==> config.mk <==
export PLATFORM = sky130hd
export DESIGN_NAME = smmt_cell
export DESIGN_NICKNAME = d
export VERILOG_FILES = /design/src/rtl/subnet_mask_match_table_unit_macros.svh /design/src/rtl/smmt_pkg.sv /design/src/rtl/smmt_cell.sv
export SDC_FILE = /design/constraint.sdc
export NUM_CORES = 1
export LEC_CHECK = 0
export BUFFER_PORTS_ARGS = -buffer_cell sky130_fd_sc_hd__clkbuf_2
export CORE_MARGIN = 4
export CORE_UTILIZATION = 40
export CTS_CLUSTER_SIZE = 12
export DETAILED_ROUTE_END_ITERATION = 7
export PLACE_DENSITY = 0.7
export RECOVER_POWER = 100
export SLEW_MARGIN = 5
export SYNTH_ARGS = -nofsm -noshare
export SYNTH_HDL_FRONTEND = slang
export SYNTH_SLANG_ARGS = --single-unit
==> constraint.sdc <==
create_clock -name clk -period 3 [get_ports clk]
set_input_delay 0.45 -clock clk [delete_from_list [all_inputs] [get_ports clk]]
set_output_delay 0.45 -clock clk [all_outputs]
set_load 0.05 [all_outputs]
==> src/rtl/subnet_mask_match_table_unit_macros.svh <==
// Assertion macros for the subnet mask match table.
`ifndef SUBNET_MASK_MATCH_TABLE_UNIT_MACROS_SVH
`define SUBNET_MASK_MATCH_TABLE_UNIT_MACROS_SVH

// Checks that prop holds at every rising edge of clk outside reset.
`define SMMT_ASSERT(label, prop, msg) \
  label: assert property (@(posedge clk) disable iff (rst) (prop)) else $error(msg);

// Checks that cond at one edge implies prop at the next edge.
`define SMMT_ASSERT_NEXT(label, cond, prop, msg) \
  label: assert property (@(posedge clk) disable iff (rst) (cond) |=> (prop)) else $error(msg);

`endif

==> src/rtl/smmt_pkg.sv <==
// Shared types and constants of the subnet mask match table.
package smmt_pkg;

  localparam int DEFAULT_MAX_ENTRIES = 64;
  localparam int ADDR_W = 32;

  localparam logic CMD_INSERT = 1'b0;
  localparam logic CMD_LOOKUP = 1'b1;

  // A lookup request walking down the row of cells.
  typedef struct packed {
    logic              valid;
    logic [ADDR_W-1:0] address;
    logic              hit;
  } smmt_query_t;

  // Insert request broadcast to all cells; only the cell at the fill index takes it.
  typedef struct packed {
    logic              en;
    logic [ADDR_W-1:0] prefix;
    logic [ADDR_W-1:0] mask;
  } smmt_write_t;

endpackage

==> src/rtl/smmt_cell.sv <==
// One table entry: holds a prefix and mask and checks a passing lookup request.
module smmt_cell #(
  parameter int CNT_W = 7,
  parameter int INDEX = 0
) (
  input  logic                clk,
  input  logic                rst,
  input  logic [CNT_W-1:0]    count,
  input  smmt_pkg::smmt_write_t wr,
  input  smmt_pkg::smmt_query_t query_in,
  output smmt_pkg::smmt_query_t query_out
);

  logic [smmt_pkg::ADDR_W-1:0] prefix;
  logic [smmt_pkg::ADDR_W-1:0] mask;
  logic                        active;
  logic                        match;

  // The entry holds a subnet only once the fill count has passed it.
  assign active = (CNT_W'(INDEX) < count);
  assign match  = active && ((query_in.address & mask) == prefix);

  always_ff @(posedge clk) begin
    if (wr.en && (count == CNT_W'(INDEX))) begin
      prefix <= wr.prefix;
      mask   <= wr.mask;
    end
  end

  always_ff @(posedge clk) begin
    if (rst) begin
      query_out.valid <= 1'b0;
    end else begin
      query_out.valid <= query_in.valid;
    end
    query_out.address <= query_in.address;
    query_out.hit     <= query_in.hit | match;
  end

endmodule

==> impl_results.md <==
- Outcome: completed
- Clock slew at reported path FFs: approximately 90 ps
- Setup slack after layout: 761 ps
- Post-CTS Resized: 0
- Sw Pwr: around 550 uW
- Final Net Count: 440
- Fin. max-slew vios: 0
- Die area: 9250 um2
- DP HPWL: 4.56 mm
- RSZ-0062 raised after global routing: no
- Max Clock Freq: 447 MHz
- Most frequent cells in the layout: 80 x clkbuf_2, 64 x edfxtp_1, 63 x clkbuf_1
- Post-Syn Area per Cell: between 15 and 20 um2
- # placed instances: 420
- Layout overhead on the synthesized area: 31.9%
- Root buffer cell: clkbuf_8
- Max IR drop VDD: 0.342 mV
- Routed len/inst: 13.3 um
- M1 wire length: 2.20 mm
- Final wirelength: a little under 6 mm
- CTS Buf Count: 9
- Internal power: roughly 2.1 mW
- Placed Area: between 3000 and 4000 um2
- Ports: 142
- Share of post-route cells with drive strength above 1: 0.288
- Final Non-Filler Cells: approximately 440
- Design area: 4100 um2
- Largest net degree at the start of global routing: 37
- Clk pwr share: 0.365
- Uppermost layer routed: met4
- Antenna-violating nets left: 0
- Minimum clock period: 2240 ps
- Worst Path Required: 2970 ps
- Clk buf depth: 2
- CP max FO: 36
- P per Cell Area: ~640 nW/um2
- GRT Residual Overflow: 0
- GP Congestion: 0.717
- Htree depth: 3
- Most common cell after layout, fill and taps aside: clkbuf_2
- Vias per cell: 4.33
- Setup bufs post-CTS: 0
- Post-synthesis sequential area ratio: 0.836
- Post-CTS Hold Fix Bufs: 0
- DRC: 0
- Worst slew pin tran: 867 ps
- Synthesized Nets: 286
- Core Footprint: 7410 um2
- First-pass GRT wire length: around 9 mm
- Pre-CTS setup slack: 770 ps
- First-pass detailed-route iteration total: 4
- Relative slew slack: 0.422
- CP Capture Type: flop
- Comb power frac: 0.073
- Routed wire length on met2: 2.93 mm
- Post-synthesis cell type count: 14
- # Max-Cap Violations: 0
- Ant diodes: 0
- Setup TNS Final: 0 ps
- Worst min path class: in -> reg
- Arr. time, crit path: 2210 ps
- Metal3 WL: roughly 570 um
- Setup violators final: 0
- Leakage power: 1.58 nW
- Final Hold Fails: 0
- Initial Utilization: 0.420
- Final cycle utilization of the critical path: 0.746
- Mapped cell area: 3110 um2
- Cells after Synth: 178
- Fillers: 647
- Die X-Extent: about 96 um
- Number of antenna violations at the first check in global routing: 0
- Std-Cell Rows: 31
- Die height: 96.2 um
- Sequential power share: 0.562
- Setup CP Type: in -> reg
- Worst setup SP type: primary input
- Drt first-iter violations: 21
- IO Port Bufs: approximately 140
- Yosys warns: 0
- FF+latch count, synth: 98
- # clock sinks: 98
- Clock Skew: 6.78 ps
- Vias in the first global route: between 1,500 and 2,000
- Clock Latency Late Sink: about 340 ps
- Switching Fraction: 0.212
- Via count: between 1,500 and 2,000
- CTS tree: built
- Global Route Usage Sum: 0.132
[Yosys cell counts]
cell      instances  area [um2]
and2_2            1        7.51
nand4_1           6        37.5
nand3_1           1        5.00
nor3_1            2        10.0
dfxtp_1          34         681
nor2b_1           1        6.26
a31o_1            1        8.76
xnor2_1           5        43.8
nor4_1            1        6.26
nand2_1          32         120
edfxtp_1         64        1920
xor2_1           27         236
nor4_2            1        12.5
or4_1             2        15.0
[final timing paths]
kind | from | end | slack, ps | depth (start not counted)
setup reg to reg | prefix[13] | query_out[0] | 1400 | 4
hold reg to reg | prefix[30] | query_out[0] | 740 | 3
hold / removal | query_in[27] | query_out[27] | 220 | 1
setup / recovery | count[3] | mask[17] | 760 | 5
[power by group through the flow]
stage	logic (mW)	registers [mW]	clock network (mW)
floorplan	0.0181	1.59	0
global placement	0.204	1.50	0
detailed placement	0.206	1.50	0
CTS	0.207	1.47	0.985
global route	0.208	1.47	1.04
finish	0.192	1.47	0.953
[critical path, stage by stage]
cell and delay (ps):
clkbuf_2 70, or4_1 520, nor4_1 270, and2_2 210, clkbuf_2 660
[per-stage QoR]
step                utilization  total power, mW  hold slack [ps]
floorplan                     -             1.60              478
CTS                       0.566             2.66              195
global placement          0.534             1.70              569
detailed placement        0.534             1.71              570
finish                    0.554             2.61              221
global route              0.554             2.72              187
[final cells by class]
class                   count  area [um2]  area share
flip-flops and latches     98        2600       0.634
repair buffers            143         637       0.155
multi-input cells          80         503       0.123
clock buffers              12         165      0.0402
well taps                  99         124      0.0302
clock inverters             4        72.6      0.0177
[state kept, by name, summed over array words and instances, names as in the netlist]
| name | cells |
|---|---|
| query_out | 34 |
| mask | 32 |
| prefix | 32 |
[cell families (layout without fill, tap and decap cells)]
group                     after synthesis  after routing  synth area share
AOI/OAI and AO/OA                       1              1           0.00282
buffers and inverters                   0            159                 0
and+or+nand+nor                        47             47            0.0708
xor gates and xnor gates               32             32            0.0901
DFF                                    98             98             0.836
[metal layers]
layer,GRT usage,up-vias
met2,0.214,85
met5,0,-
met4,0.0652,0
met1,0.151,855
met3,0.0500,9
li1,-,938
No activity file was read; power rests on OpenSTA's default activity.
